--- src/rtl/core/tap_tempo_estimator_macros.svh ---
// Assertion macros for the tap tempo estimator core.
// Needs no other file; included by modules that carry assertions.
`ifndef TAP_TEMPO_ESTIMATOR_MACROS_SVH
`define TAP_TEMPO_ESTIMATOR_MACROS_SVH

`ifndef NO_ASSERTIONS
// Clocked property, switched off while reset is high.
`define TTE_ASSERT(label, clk, rst, prop, msg) \
   label: assert property (@(posedge clk) disable iff (rst) prop) else $error(msg);
// Clocked property that must also hold during reset.
`define TTE_ASSERT_ALWAYS(label, clk, prop, msg) \
   label: assert property (@(posedge clk) prop) else $error(msg);
`else
`define TTE_ASSERT(label, clk, rst, prop, msg)
`define TTE_ASSERT_ALWAYS(label, clk, prop, msg)
`endif

`endif

--- src/rtl/core/tte_pkg.sv ---
// Shared constants and types of the tap tempo estimator.
// No dependencies; imported by the interfaces and the core.
package tte_pkg;

   localparam int HISTORY_DEPTH = 4;

   localparam int TIME_W     = 32;
   localparam int INTERVAL_W = 12;
   localparam int TEMPO_W    = 24;
   localparam int DEBOUNCE_W = 16;
   localparam int TIMEOUT_W  = 16;

   localparam int CNT_W = $clog2(HISTORY_DEPTH + 1);
   localparam int IDX_W = (HISTORY_DEPTH > 1) ? $clog2(HISTORY_DEPTH) : 1;

   // weight total n(n+1)/2 at full history
   localparam int     WTOTAL_MAX    = HISTORY_DEPTH * (HISTORY_DEPTH + 1) / 2;
   localparam longint INTERVAL_MAX  = 4095;
   localparam longint MS_PER_MIN_Q8 = 15360000;
   localparam int     SUM_W         = $clog2(WTOTAL_MAX * INTERVAL_MAX + 1);
   localparam int     NUM_W         = $clog2(MS_PER_MIN_Q8 * WTOTAL_MAX + 1);
   localparam int     DIV_CNT_W     = $clog2(NUM_W);

   localparam logic [TEMPO_W-1:0] TEMPO_RESET_Q8 = 24'd30720;
   localparam logic [TEMPO_W-1:0] TEMPO_MAX_Q8   = 24'd15360000;

   localparam logic [DEBOUNCE_W-1:0] DEBOUNCE_RESET = 16'd50;
   localparam logic [TIMEOUT_W-1:0]  TIMEOUT_RESET  = 16'd2000;
   localparam logic [INTERVAL_W-1:0] MIN_INT_RESET  = 12'd200;
   localparam logic [INTERVAL_W-1:0] MAX_INT_RESET  = 12'd2000;

   localparam int CSR_IDX_W  = 2;
   localparam int CSR_DATA_W = 16;

   typedef enum logic [CSR_IDX_W-1:0] {
      CSR_DEBOUNCE     = 2'd0,
      CSR_TIMEOUT      = 2'd1,
      CSR_MIN_INTERVAL = 2'd2,
      CSR_MAX_INTERVAL = 2'd3
   } csr_index_type;

   typedef enum logic [4:0] {
      ST_IDLE = 5'b00001,
      ST_EVAL = 5'b00010,
      ST_SUM  = 5'b00100,
      ST_DIV  = 5'b01000,
      ST_DONE = 5'b10000
   } fsm_state_type;

endpackage

--- src/rtl/core/tte_ifs.sv ---
// Channel interfaces of the tap tempo estimator: tap, result and CSR write.
// Depends on tte_pkg for field widths.
interface tte_req_if import tte_pkg::*; ();
   logic              valid;
   logic              ready;
   logic [TIME_W-1:0] tap_time_ms;
   modport source (output valid, output tap_time_ms, input ready);
   modport sink   (input valid, input tap_time_ms, output ready);
endinterface

interface tte_rsp_if import tte_pkg::*; ();
   logic               valid;
   logic               ready;
   logic               tempo_updated;
   logic [TEMPO_W-1:0] tempo_q8;
   modport source (output valid, output tempo_updated, output tempo_q8, input ready);
   modport sink   (input valid, input tempo_updated, input tempo_q8, output ready);
endinterface

interface tte_csr_if import tte_pkg::*; ();
   logic                  valid;
   logic                  ready;
   logic [CSR_IDX_W-1:0]  index;
   logic [CSR_DATA_W-1:0] data;
   modport source (output valid, output index, output data, input ready);
   modport sink   (input valid, input index, input data, output ready);
endinterface

--- src/rtl/core/tap_tempo_estimator.sv ---
// Channel   Dir  Payload                          Transfer when
// req_if    in   tap_time_ms[31:0]                valid && ready
// rsp_if    out  tempo_updated, tempo_q8[23:0]    valid && ready
// csr_if    in   index[1:0], data[15:0]           valid && ready (ready tied high)
//
// Flow: a tap taken into a new interval goes through evaluation, the weighted sum, the divider
// and the done state to the result register: the weighted sum walks the intervals in use
// (1..4) one entry a cycle and the divider resolves one quotient bit a cycle. Ignored and
// restarting taps go from evaluation to the done state. req_if.ready is high only between taps.
// Reset: synchronous, active high; only config, history, tempo, state and result valid are reset.
// Stalls: the result register holds until taken; the next tap may be accepted meanwhile
// and its result waits in the done state until the register frees.
//
// Depends on tte_pkg, tte_ifs and tap_tempo_estimator_macros.svh.
`include "tap_tempo_estimator_macros.svh"

module tap_tempo_estimator import tte_pkg::*; (
   input logic        clock,
   input logic        reset,
   tte_req_if.sink    req_if,
   tte_rsp_if.source  rsp_if,
   tte_csr_if.sink    csr_if
);

   // configuration
   logic [DEBOUNCE_W-1:0] debounce_ff, debounce_in;
   logic [TIMEOUT_W-1:0]  timeout_ff, timeout_in;
   logic [INTERVAL_W-1:0] min_int_ff, min_int_in;
   logic [INTERVAL_W-1:0] max_int_ff, max_int_in;

   // estimator state
   logic [TIME_W-1:0]     prev_ff, prev_in;
   logic [CNT_W-1:0]      count_ff, count_in;
   logic [INTERVAL_W-1:0] hist_ff [HISTORY_DEPTH];
   logic [INTERVAL_W-1:0] hist_in [HISTORY_DEPTH];
   logic [TEMPO_W-1:0]    tempo_ff, tempo_in;

   // sequencer and datapath
   fsm_state_type         state_ff, state_in;
   logic [TIME_W-1:0]     tap_ff, tap_in;
   logic                  upd_ff, upd_in;
   logic [IDX_W-1:0]      k_ff, k_in;
   logic [SUM_W-1:0]      psum_ff, psum_in;   // running prefix sum of intervals
   logic [SUM_W-1:0]      wsum_ff, wsum_in;   // weighted sum, the divisor
   logic [NUM_W-1:0]      nstep_ff, nstep_in; // 60000*256*(k+1)
   logic [NUM_W-1:0]      num_ff, num_in;     // numerator, shifted out as quotient comes in
   logic [SUM_W-1:0]      rem_ff, rem_in;
   logic [DIV_CNT_W-1:0]  bit_ff, bit_in;

   // result register
   logic                  rsp_valid_ff, rsp_valid_in;
   logic                  rsp_upd_ff, rsp_upd_in;
   logic [TEMPO_W-1:0]    rsp_tempo_ff, rsp_tempo_in;

   // evaluation of one tap
   logic [TIME_W-1:0]     delta;
   logic                  no_prev, tap_ignore, tap_restart;
   // divider step
   logic [SUM_W:0]        trial;
   logic [SUM_W:0]        trial_diff;
   logic                  trial_ge;
   logic [NUM_W-1:0]      quot;
   logic [CNT_W-1:0]      k_next_cnt;
   logic [SUM_W-1:0]      psum_next;
   logic [NUM_W-1:0]      nstep_next;

   assign req_if.ready        = (state_ff == ST_IDLE);
   assign csr_if.ready        = 1'b1;
   assign rsp_if.valid        = rsp_valid_ff;
   assign rsp_if.tempo_updated = rsp_upd_ff;
   assign rsp_if.tempo_q8     = rsp_tempo_ff;

   // wrapping difference; a stored time of zero means no tap seen
   assign delta       = tap_ff - prev_ff;
   assign no_prev     = (prev_ff == '0);
   assign tap_ignore  = !no_prev && (delta < TIME_W'(debounce_ff));
   assign tap_restart = no_prev || (delta > TIME_W'(timeout_ff)) ||
                        (delta < TIME_W'(min_int_ff)) || (delta > TIME_W'(max_int_ff));

   // sum S = sum over k of prefix sums, which gives weight n-i to entry i
   assign psum_next  = psum_ff + SUM_W'(hist_ff[k_ff]);
   assign nstep_next = nstep_ff + NUM_W'(MS_PER_MIN_Q8);
   assign k_next_cnt = CNT_W'(k_ff) + CNT_W'(1);

   // restoring division, one quotient bit a cycle
   assign trial      = {rem_ff, num_ff[NUM_W-1]};
   assign trial_ge   = (trial >= {1'b0, wsum_ff});
   assign trial_diff = trial - {1'b0, wsum_ff};
   assign quot       = {num_ff[NUM_W-2:0], trial_ge};

   always_comb begin
      debounce_in  = debounce_ff;
      timeout_in   = timeout_ff;
      min_int_in   = min_int_ff;
      max_int_in   = max_int_ff;
      prev_in      = prev_ff;
      count_in     = count_ff;
      hist_in      = hist_ff;
      tempo_in     = tempo_ff;
      state_in     = state_ff;
      tap_in       = tap_ff;
      upd_in       = upd_ff;
      k_in         = k_ff;
      psum_in      = psum_ff;
      wsum_in      = wsum_ff;
      nstep_in     = nstep_ff;
      num_in       = num_ff;
      rem_in       = rem_ff;
      bit_in       = bit_ff;
      rsp_valid_in = rsp_valid_ff;
      rsp_upd_in   = rsp_upd_ff;
      rsp_tempo_in = rsp_tempo_ff;

      if (csr_if.valid) begin
         case (csr_index_type'(csr_if.index))
            CSR_DEBOUNCE:     debounce_in = csr_if.data[DEBOUNCE_W-1:0];
            CSR_TIMEOUT:      timeout_in  = csr_if.data[TIMEOUT_W-1:0];
            CSR_MIN_INTERVAL: min_int_in  = csr_if.data[INTERVAL_W-1:0];
            CSR_MAX_INTERVAL: max_int_in  = csr_if.data[INTERVAL_W-1:0];
            default: ;
         endcase
      end

      if (rsp_if.ready) begin
         rsp_valid_in = 1'b0;
      end

      case (state_ff)
         ST_IDLE: begin
            if (req_if.valid) begin
               tap_in   = req_if.tap_time_ms;
               state_in = ST_EVAL;
            end
         end
         ST_EVAL: begin
            upd_in = 1'b0;
            if (tap_ignore) begin
               state_in = ST_DONE;
            end else if (tap_restart) begin
               // history entries stay but fall out of use
               count_in = '0;
               prev_in  = tap_ff;
               state_in = ST_DONE;
            end else begin
               prev_in = tap_ff;
               for (int i = HISTORY_DEPTH - 1; i > 0; i--) begin
                  hist_in[i] = hist_ff[i-1];
               end
               hist_in[0] = delta[INTERVAL_W-1:0];
               if (count_ff < CNT_W'(HISTORY_DEPTH)) begin
                  count_in = count_ff + CNT_W'(1);
               end
               upd_in   = 1'b1;
               k_in     = '0;
               psum_in  = '0;
               wsum_in  = '0;
               nstep_in = '0;
               num_in   = '0;
               state_in = ST_SUM;
            end
         end
         ST_SUM: begin
            psum_in  = psum_next;
            wsum_in  = wsum_ff + psum_next;
            nstep_in = nstep_next;
            num_in   = num_ff + nstep_next;
            if (k_next_cnt == count_ff) begin
               rem_in   = '0;
               bit_in   = DIV_CNT_W'(NUM_W - 1);
               state_in = ST_DIV;
            end else begin
               k_in = k_ff + IDX_W'(1);
            end
         end
         ST_DIV: begin
            rem_in = trial_ge ? trial_diff[SUM_W-1:0] : trial[SUM_W-1:0];
            num_in = quot;
            bit_in = bit_ff - DIV_CNT_W'(1);
            if (bit_ff == '0) begin
               // zero divisor yields all ones and lands here too
               tempo_in = (quot > NUM_W'(TEMPO_MAX_Q8)) ? TEMPO_MAX_Q8 : quot[TEMPO_W-1:0];
               state_in = ST_DONE;
            end
         end
         ST_DONE: begin
            if (!rsp_valid_ff || rsp_if.ready) begin
               rsp_valid_in = 1'b1;
               rsp_upd_in   = upd_ff;
               rsp_tempo_in = tempo_ff;
               state_in     = ST_IDLE;
            end
         end
         default: state_in = ST_IDLE;
      endcase
   end

   always_ff @(posedge clock) begin
      if (reset) begin
         debounce_ff  <= DEBOUNCE_RESET;
         timeout_ff   <= TIMEOUT_RESET;
         min_int_ff   <= MIN_INT_RESET;
         max_int_ff   <= MAX_INT_RESET;
         prev_ff      <= '0;
         count_ff     <= '0;
         for (int i = 0; i < HISTORY_DEPTH; i++) begin
            hist_ff[i] <= '0;
         end
         tempo_ff     <= TEMPO_RESET_Q8;
         state_ff     <= ST_IDLE;
         rsp_valid_ff <= 1'b0;
      end else begin
         debounce_ff  <= debounce_in;
         timeout_ff   <= timeout_in;
         min_int_ff   <= min_int_in;
         max_int_ff   <= max_int_in;
         prev_ff      <= prev_in;
         count_ff     <= count_in;
         hist_ff      <= hist_in;
         tempo_ff     <= tempo_in;
         state_ff     <= state_in;
         rsp_valid_ff <= rsp_valid_in;
      end
      tap_ff       <= tap_in;
      upd_ff       <= upd_in;
      k_ff         <= k_in;
      psum_ff      <= psum_in;
      wsum_ff      <= wsum_in;
      nstep_ff     <= nstep_in;
      num_ff       <= num_in;
      rem_ff       <= rem_in;
      bit_ff       <= bit_in;
      rsp_upd_ff   <= rsp_upd_in;
      rsp_tempo_ff <= rsp_tempo_in;
   end

   `TTE_ASSERT(a_tap_to_eval, clock, reset, (req_if.valid && req_if.ready) |=> (state_ff == ST_EVAL), "accepted tap did not move to evaluation")
   `TTE_ASSERT(a_count_bound, clock, reset, count_ff <= CNT_W'(HISTORY_DEPTH), "interval count beyond history depth")
   `TTE_ASSERT(a_rem_below_div, clock, reset, ((state_ff == ST_DIV) && (wsum_ff != '0)) |-> (rem_ff < wsum_ff), "divider remainder not below divisor")
   `TTE_ASSERT(a_tempo_bound, clock, reset, rsp_valid_ff |-> (rsp_tempo_ff <= TEMPO_MAX_Q8), "result tempo above saturation value")

endmodule

--- src/flat_wrapper.sv ---
// flat-port wrapper written by rule: the top's interface ports become plain ports
module tap_tempo_estimator_flat import tte_pkg::*;
  (clock, reset, req_if_valid, req_if_tap_time_ms, req_if_ready, rsp_if_valid, rsp_if_tempo_updated, rsp_if_tempo_q8, rsp_if_ready, csr_if_valid, csr_if_index, csr_if_data, csr_if_ready);
  tte_req_if req_if_i ();
  tte_rsp_if rsp_if_i ();
  tte_csr_if csr_if_i ();
  input logic clock;
  input logic reset;
  input wire logic [$bits(req_if_i.valid)-1:0] req_if_valid;
  input wire logic [$bits(req_if_i.tap_time_ms)-1:0] req_if_tap_time_ms;
  output wire logic [$bits(req_if_i.ready)-1:0] req_if_ready;
  output wire logic [$bits(rsp_if_i.valid)-1:0] rsp_if_valid;
  output wire logic [$bits(rsp_if_i.tempo_updated)-1:0] rsp_if_tempo_updated;
  output wire logic [$bits(rsp_if_i.tempo_q8)-1:0] rsp_if_tempo_q8;
  input wire logic [$bits(rsp_if_i.ready)-1:0] rsp_if_ready;
  input wire logic [$bits(csr_if_i.valid)-1:0] csr_if_valid;
  input wire logic [$bits(csr_if_i.index)-1:0] csr_if_index;
  input wire logic [$bits(csr_if_i.data)-1:0] csr_if_data;
  output wire logic [$bits(csr_if_i.ready)-1:0] csr_if_ready;
  assign req_if_i.valid = req_if_valid;
  assign req_if_i.tap_time_ms = req_if_tap_time_ms;
  assign req_if_ready = req_if_i.ready;
  assign rsp_if_valid = rsp_if_i.valid;
  assign rsp_if_tempo_updated = rsp_if_i.tempo_updated;
  assign rsp_if_tempo_q8 = rsp_if_i.tempo_q8;
  assign rsp_if_i.ready = rsp_if_ready;
  assign csr_if_i.valid = csr_if_valid;
  assign csr_if_i.index = csr_if_index;
  assign csr_if_i.data = csr_if_data;
  assign csr_if_ready = csr_if_i.ready;
  tap_tempo_estimator u_core (.clock(clock), .reset(reset), .req_if(req_if_i), .rsp_if(rsp_if_i), .csr_if(csr_if_i));
endmodule
--- config.mk ---
export PLATFORM = sky130hd
export DESIGN_NAME = tap_tempo_estimator_flat
export DESIGN_NICKNAME = d
export VERILOG_FILES = /design/src/rtl/core/tte_pkg.sv /design/src/rtl/core/tte_ifs.sv /design/src/rtl/core/tap_tempo_estimator.sv /design/src/flat_wrapper.sv
export VERILOG_INCLUDE_DIRS = /design/src /design/src/rtl/core
export SDC_FILE = /design/constraint.sdc
export NUM_CORES = 1
export LEC_CHECK = 0
export ABC_CLOCK_PERIOD_IN_PS = 6300
export BUFFER_PORTS_ARGS = -buffer_cell sky130_fd_sc_hd__clkbuf_2
export CORE_ASPECT_RATIO = 0.5
export CORE_MARGIN = 2
export CORE_UTILIZATION = 45
export CTS_BUF_LIST = sky130_fd_sc_hd__clkbuf_8
export DETAILED_ROUTE_END_ITERATION = 16
export PLACE_DENSITY = 0.75
export SYNTH_ARGS = -nofsm -noshare
export SYNTH_HDL_FRONTEND = slang
export SYNTH_SLANG_ARGS = --single-unit
--- constraint.sdc ---
create_clock -name clock -period 6.3 [get_ports clock]
set_input_delay 1.26 -clock clock [delete_from_list [all_inputs] [get_ports clock]]
set_output_delay 1.26 -clock clock [all_outputs]
set_load 0.05 [all_outputs]
==> metrics.txt, run 1 <==
status=finished clean; filler instances=between 3000 and 4000; largest cells by area after synthesis=edfxtp_1, dfxtp_1, ha_1; final WL=between 40000 and 50000 um; grt ovf=0; post-synth top area cell=edfxtp_1; post-CTS sizing=0; RSZ-0062 raised after global routing=no; Worst Hold Path EP=u_core.rsp_if.tempo_q8[1]; CP Data Arrival Time=between 6 and 7 ns; CTS clk-pin slew, worst paths=about 0.07 ns; effective utilization at floorplan=0.4571; Distinct cells, synth=83; RR Startpoint=u_core.tap_ff[0]; routed vias/inst=5.649; Num CTS Buffers=50; CTS Sinks=between 300 and 400; routed wire length per instance=roughly 16 um; Post-synth top cells=nand2_1, a21oi_1, dfxtp_1; Ys Warns=0; die area=between 40000 and 50000 um2; Main synth FF type=dfxtp_1; CORE AREA=between 40000 and 50000 um2; number of DRC markers in iteration 0=approximately 1200; Slowest cell on crit path=or4_1; share of layout cells above drive strength 1=0.1120; Mapped Nets=2176; hold path start=u_core.tempo_ff[1]; Synth Cell Area=18500 um2; crit start category=register; Die Span Y=147.4 um; dpl hpwl=29640 um; Hold Path Class=reg -> reg; Setup Fix Bufs, Post-CTS=0; nets=around 2200; Crit Path Max Fanout=roughly 50; CTS Buffer Depth=3; Lkg Pwr=around 8 nW; fin. max-slew vios=0; reg2reg path depth=20; CTS Root Buffer Type=clkbuf_8; CP cell instances=inv_1 > ha_1 > inv_1 > fa_1 > a211oi_1 > o21ai_1 > o31a_1 > o31a_1 > a31oi_1 > ha_1 > nand4_1 > or4_1 > o311ai_0 > nand4_1 > nor4_2 > or3b_1 > nor2_4 > buf_4 > a21oi_1 > a311oi_1; crit-path leading delay family=compound AO/OA/AOI/OAI gates; crit path kind=reg -> reg; R2R Setup Slk=between 0.6 and 0.7 ns; Placed Area=slightly below 20000 um2; Clock Skew=0.03415 ns; Initial DRT Pass Iterations=5; final hold vios=0; vias in the first global route=between 10000 and 15000; row count=52; syn avg cell area=roughly 9.4 um2; Slew HR=0.2227; Max Clk Rate=0.1769 GHz; initial antenna violation count=0; worst-margin pin slew=between 1 and 1.5 ns; Synth Register Bits=325; fin area=~20000 um2; max-cap violation count=0; period utilization=0.8970; Worst Hold Depth=0; Tmin final=roughly 5.7 ns; cts hold-fix bufs=0; required time worst endpoint=just under 7 ns; PD cells=223.4 nW/um2; Synth top area share=0.2532; Horiz. Die Dim=a little under 300 um; global-route wire length before repair=approximately 70000 um; Mapped Cells=a little under 2000; via count=around 15000; number of synthesized flops with an enable pin=about 160; n_diodes=0; DRC violations left=0; Port-buffer cells=81; # IOs=just over 80; register area share after synthesis=0.4361; Post-Route Setup TNS=0 ns; crit end category=register; ANT nets after route=0; # H-tree levels=2; Clock Latency Late Sink=around 0.62 ns; Final GP Congestion=~0.89; VDD IR-drop max=0.1370 mV; largest net degree at the start of global routing=~80; area delta synth->final=10.73%; Reg-to-Reg End=u_core.hist_ff[36]; share of async-settable or async-resettable flops after synthesis=0; most common cell in the netlist=nand2_1; Overall Global Routing Usage=0.1954; CP max stage delay=between 0.5 and 0.6 ns; TritonCTS clock tree=done; Final Setup Violations=0; Worst Path Buf+Inv=3
## cell type report
type | instances | area (um2) | share of cell area
Tap cell | 540 | 675.6 | 0.03299
Clock buffer | 61 | 839.6 | 0.04099
Clock inverter | 29 | 158.9 | 0.007758
Multi-Input combinational cell | 1415 | 9578 | 0.4676
Timing Repair Buffer | 110 | 638.1 | 0.03115
Sequential cell | 325 | 8068 | 0.3939
Inverter | 140 | 525.5 | 0.02566
## power by group
group / leakage (nW) / total [W] / internal [W] / switching [W]
combinational: 4.57 / 0.000545 / 0.000206 / 0.000340
sequential: 2.71 / 0.00226 / 0.00224 / 0.0000221
clock: 0.591 / 0.00177 / 0.000919 / 0.000851
total: 7.87 / 0.00458 / 0.00336 / 0.00121
## layout by cell type, fill, tap and decap left out, types with 47 or more instances in the layout
master | netlist | final
a21oi_1 | 174 | 173
clkbuf_2 | 0 | 80
clkbuf_8 | 0 | 61
dfxtp_1 | 169 | 169
edfxtp_1 | 156 | 156
ha_1 | 147 | 147
inv_1 | 140 | 159
mux2i_1 | 47 | 47
nand2_1 | 254 | 253
nand3_1 | 69 | 69
nor2_1 | 105 | 104
o21ai_0 | 111 | 110
xnor2_1 | 50 | 50
## worst register-to-register path: stages (launching register included)
cell	delay, ns
edfxtp_1	0.39
inv_1	0.07
ha_1	0.15
inv_1	0.05
fa_1	0.41
a211oi_1	0.27
o21ai_1	0.21
o31a_1	0.35
o31a_1	0.29
a31oi_1	0.35
ha_1	0.21
nand4_1	0.13
or4_1	0.55
o311ai_0	0.16
nand4_1	0.19
nor4_2	0.40
or3b_1	0.46
nor2_4	0.10
buf_4	0.43
a21oi_1	0.15
a311oi_1	0.24
## through the flow
| step | power [W] | setup slack (ns) | cells | util | hold slack [ns] |
|---|---|---|---|---|---|
| global placement | 0.002824 | 0.6179 | 2530 | 0.4811 | 0.4143 |
| detailed placement | 0.002839 | 0.3330 | 2530 | 0.4811 | 0.4166 |
| global route | 0.004777 | 0.1891 | 2620 | 0.5062 | 0.4430 |
| finish | 0.004576 | 0.6487 | 2620 | 0.5062 | 0.4310 |
| floorplan | 0.002664 | 0.4423 | 1969 | - | 0.4003 |
| CTS | 0.004608 | 0.3030 | 2620 | 0.5058 | 0.4293 |
## registers in the layout, summed over array words and instances (netlist names)
name,cells
u_core.rsp_if.tempo_q8,24
u_core.rem_ff,16
u_core.psum_ff,16
u_core.nstep_ff,15
u_core.tempo_ff,24
u_core.upd_ff,1
u_core.state_ff,5
u_core.rsp_if.valid,1
u_core.num_ff,28
u_core.k_ff,2
u_core.count_ff,3
u_core.bit_ff,5
u_core.timeout_ff,16
u_core.prev_ff,32
u_core.max_int_ff,12
u_core.wsum_ff,16
u_core.tap_ff,32
u_core.hist_ff,48
u_core.debounce_ff,16
u_core.rsp_if.tempo_updated,1
u_core.min_int_ff,12
## worst max-delay path by stage
stage | end | cells after the start | start
after floorplan | u_core.nstep_ff[13] | 20 | u_core.tap_ff[0]
after global placement | u_core.hist_ff[36] | 23 | u_core.tap_ff[0]
after detailed placement | u_core.hist_ff[36] | 22 | u_core.tap_ff[0]
after CTS | u_core.hist_ff[36] | 22 | u_core.tap_ff[0]
after global routing | u_core.hist_ff[36] | 22 | u_core.tap_ff[0]
final | u_core.hist_ff[36] | 20 | u_core.tap_ff[0]
## cell families (layout without fill, tap and decap cells)
group / count (synthesis) / count (layout) / share of synthesized area
and+or+nand+nor: 617 / 617 / 0.1573
AOI/OAI and AO/OA: 502 / 502 / 0.1719
DFF: 325 / 325 / 0.4361
buffers and inverters: 229 / 340 / 0.04890
adders and majority gates: 152 / 152 / 0.1048
xor gates and xnor gates: 83 / 83 / 0.04004
muxes: 60 / 60 / 0.04065
other: 1 / 1 / 0.0002027
## routing by layer
metal  vias to the layer above  part of all wire  global-route usage
li1                       7254                 -                   -
met1                      7016              0.45              0.2640
met2                       463              0.47              0.3262
met3                        67             0.060             0.03464
met4                         0             0.018             0.04922
met5                         -                 0                   0
Note: power is estimated with default switching activity, not from simulation.
==> run 2: changes to the inputs <==
Settings changed: ABC_CLOCK_PERIOD_IN_PS 6300 to 4650, CORE_UTILIZATION 45 to 41, PLACE_DENSITY 0.75 to 0.7.
Clock period 6.3 ns to 4.65 ns, I/O delays scaled along.
==> run 2 against run 1 <==
Compared with the run above:
- the run now ends with setup timing left
- first-iteration DRC count is 18% lower
- die area is 9.6% higher
- cell count is 4.2% higher
- core utilization is 1.1 points lower
- critical path depth stayed put
- critical path type unchanged
- critical endpoint is now u_core.psum_ff[14]
==> metrics.txt, run 2 (synthesis gave the netlist of run 1 again) <==
grt ovf=0 (unchanged); worst-margin pin slew=1.248 ns (was 1.160 ns); # H-tree levels=2 (unchanged); VDD IR-drop max=0.2142 mV (was 0.1370 mV); fin. max-slew vios=0 (unchanged); largest registers=u_core.hist_ff: 48 flops, u_core.prev_ff: 32 flops, u_core.tap_ff: 32 flops (unchanged); WHS=0.4348 ns (was 0.4310 ns); ANT nets after route=0 (unchanged); PD cells=294.3 nW/um2 (was 223.4 nW/um2); final hold vios=0 (unchanged); failing checks=setup timing; share of layout cells above drive strength 1=0.1793 (was 0.1120); Biggest register=u_core.hist_ff (unchanged); Final Setup Violations=78 (was 0); Lkg Pwr=8.310 nW (was 7.868 nW); RSZ-0062 raised after global routing=yes (was no); most common cell after layout, fill and taps aside=nand2_1 (unchanged); status=finished, violations left (was finished clean); Initial DRT Pass Iterations=5 (unchanged); period utilization=1.022 (was 0.8970); vias in the first global route=14486 (was 13810); Slew HR=0.1641 (was 0.2227); Hold Path Class=reg -> reg (unchanged); nets=2310 (was 2249); TritonCTS clock tree=done (unchanged); routed wire length per instance=16.17 um (was 16.31 um); Worst Setup Slack, final=-0.1036 ns (was 0.6487 ns); # IOs=83 (unchanged); routed vias/inst=5.463 (was 5.649); area delta synth->final=17.86% (was 10.73%); CORE AREA=44050 um2 (was 40470 um2); max-cap violation count=0 (unchanged); n_diodes=0 (unchanged); crit path kind=reg -> reg (unchanged); Num CTS Buffers=49 (was 50); Crit Path Max Fanout=14 (was 51); Horiz. Die Dim=304.4 um (was 290.7 um); CP Data Arrival Time=5.08 ns (was 6.18 ns); Port-buffer cells=81 (unchanged); number of DRC markers in iteration 0=996 (was 1220); Clock Skew=0.04173 ns (was 0.03415 ns); CTS Buffer Depth=3 (unchanged); CTS Root Buffer Type=clkbuf_8 (unchanged); Overall Global Routing Usage=0.1817 (was 0.1954); cts hold-fix bufs=0 (unchanged); die area=46930 um2 (was 42840 um2); Final GP Congestion=0.8822 (was 0.8933); Max Clk Rate=0.2104 GHz (was 0.1769 GHz); crit end category=register (unchanged); row count=54 (was 52); Die Span Y=154.2 um (was 147.4 um); dpl hpwl=31040 um (was 29640 um); max reg flops=48 (unchanged); highest-count cells in the layout ignoring fill and taps=nand2_1, dfxtp_1, edfxtp_1, inv_1, a21oi_1 (was nand2_1, a21oi_1, dfxtp_1, inv_1, edfxtp_1); global-route wire length before repair=71460 um (was 69680 um); final WL=44150 um (was 42720 um); largest net degree at the start of global routing=67 (was 78); crit start category=register (unchanged); CTS Sinks=325 (unchanged); DRC violations left=0 (unchanged); CTS clk-pin slew, worst paths=0.06 ns (was 0.07 ns); required time worst endpoint=4.98 ns (was 6.83 ns); Tmin final=4.754 ns (was 5.651 ns); Clock Latency Late Sink=0.63 ns (was 0.62 ns); initial antenna violation count=0 (unchanged); effective utilization at floorplan=0.4199 (was 0.4571); total power=0.006416 W (was 0.004576 W); via count=14914 (was 14800)
-- run 2: cell count changes in the layout (fill, tap and decap cells not counted), sizes merged --
cell / before / now
buf: 30 / 89
clkbuf: 141 / 142
inv: 163 / 156
bufinv: 1 / 3
clkinvlp: 0 / 1
clkinv: 5 / 11
-- run 2: worst paths after layout --
kind	startpoint	end	slack, ns	depth (start not counted)
max	u_core.tap_ff[0]	u_core.psum_ff[14]	-0.10	20
min	u_core.tempo_ff[4]	u_core.rsp_if.tempo_q8[4]	0.43	0
max reg2reg	u_core.tap_ff[0]	u_core.psum_ff[14]	-0.10	20
min reg2reg	u_core.tempo_ff[4]	u_core.rsp_if.tempo_q8[4]	0.43	0
-- run 2: where the power goes --
group / leakage, nW / switching (W) / total, W / internal (W)
logic: 5.01 / 0.000487 / 0.000827 / 0.000340
clock network: 0.593 / 0.00119 / 0.00253 / 0.00134
registers: 2.71 / 0.0000299 / 0.00306 / 0.00303
-- run 2: worst max-delay path: stages (launching register included) --
cell and delay (ns):
edfxtp_1 0.39, inv_1 0.08, ha_2 0.18, inv_2 0.04
fa_2 0.36, buf_4 0.14, a21o_1 0.16, a21oi_1 0.16
xnor2_1 0.22, ha_1 0.39, a21o_1 0.15, a21oi_1 0.07
a311o_1 0.41, a311oi_2 0.30, nand4_1 0.19, nor4_4 0.21
or3b_4 0.44, nor2_4 0.19, nand2_4 0.10, nand2_8 0.14
buf_12 0.15
-- run 2: per-stage QoR --
stage / util / setup TNS (ns) / worst slack, ns / area (um2) / cells
final: 0.4949 / -4.773 / -0.1036 / 21800 / 2730
after global routing: 0.4949 / -28.04 / -0.3012 / 21800 / 2730
after CTS: 0.4817 / -0.5449 / -0.03008 / 21220 / 2720
after detailed placement: 0.4544 / -20.60 / -0.2284 / 20020 / 2624
after global placement: 0.4544 / -11.71 / -0.1510 / 20020 / 2624
after floorplan: - / -0.02116 / -0.0004503 / 18590 / 1969
-- run 2: repair_timing --
action                     in CTS  in global routing
gates cloned                    1                  3
gates resized for setup        17                100
buffers inserted                5                  8
setup endpoints to repair     129                167
pin swaps                       7                 38
-- run 2: area by class of cell --
cell class	count	area [um2]
fillers	4035	22250
multi-input cells	1415	10130
flip-flops and latches	325	8068
repair buffers	172	1290
clock buffers	59	812.0
well taps	588	735.7
inverters	140	525.5
clock inverters	31	242.7
-- run 2: routing by layer --
layer | vias up | track usage | wire [um]
met5 | - | 0 | 0
met4 | 0 | 0.06058 | 1173
met3 | 87 | 0.02645 | 1806
met2 | 283 | 0.3089 | 20780
met1 | 7163 | 0.2390 | 20390
li1 | 7381 | - | -
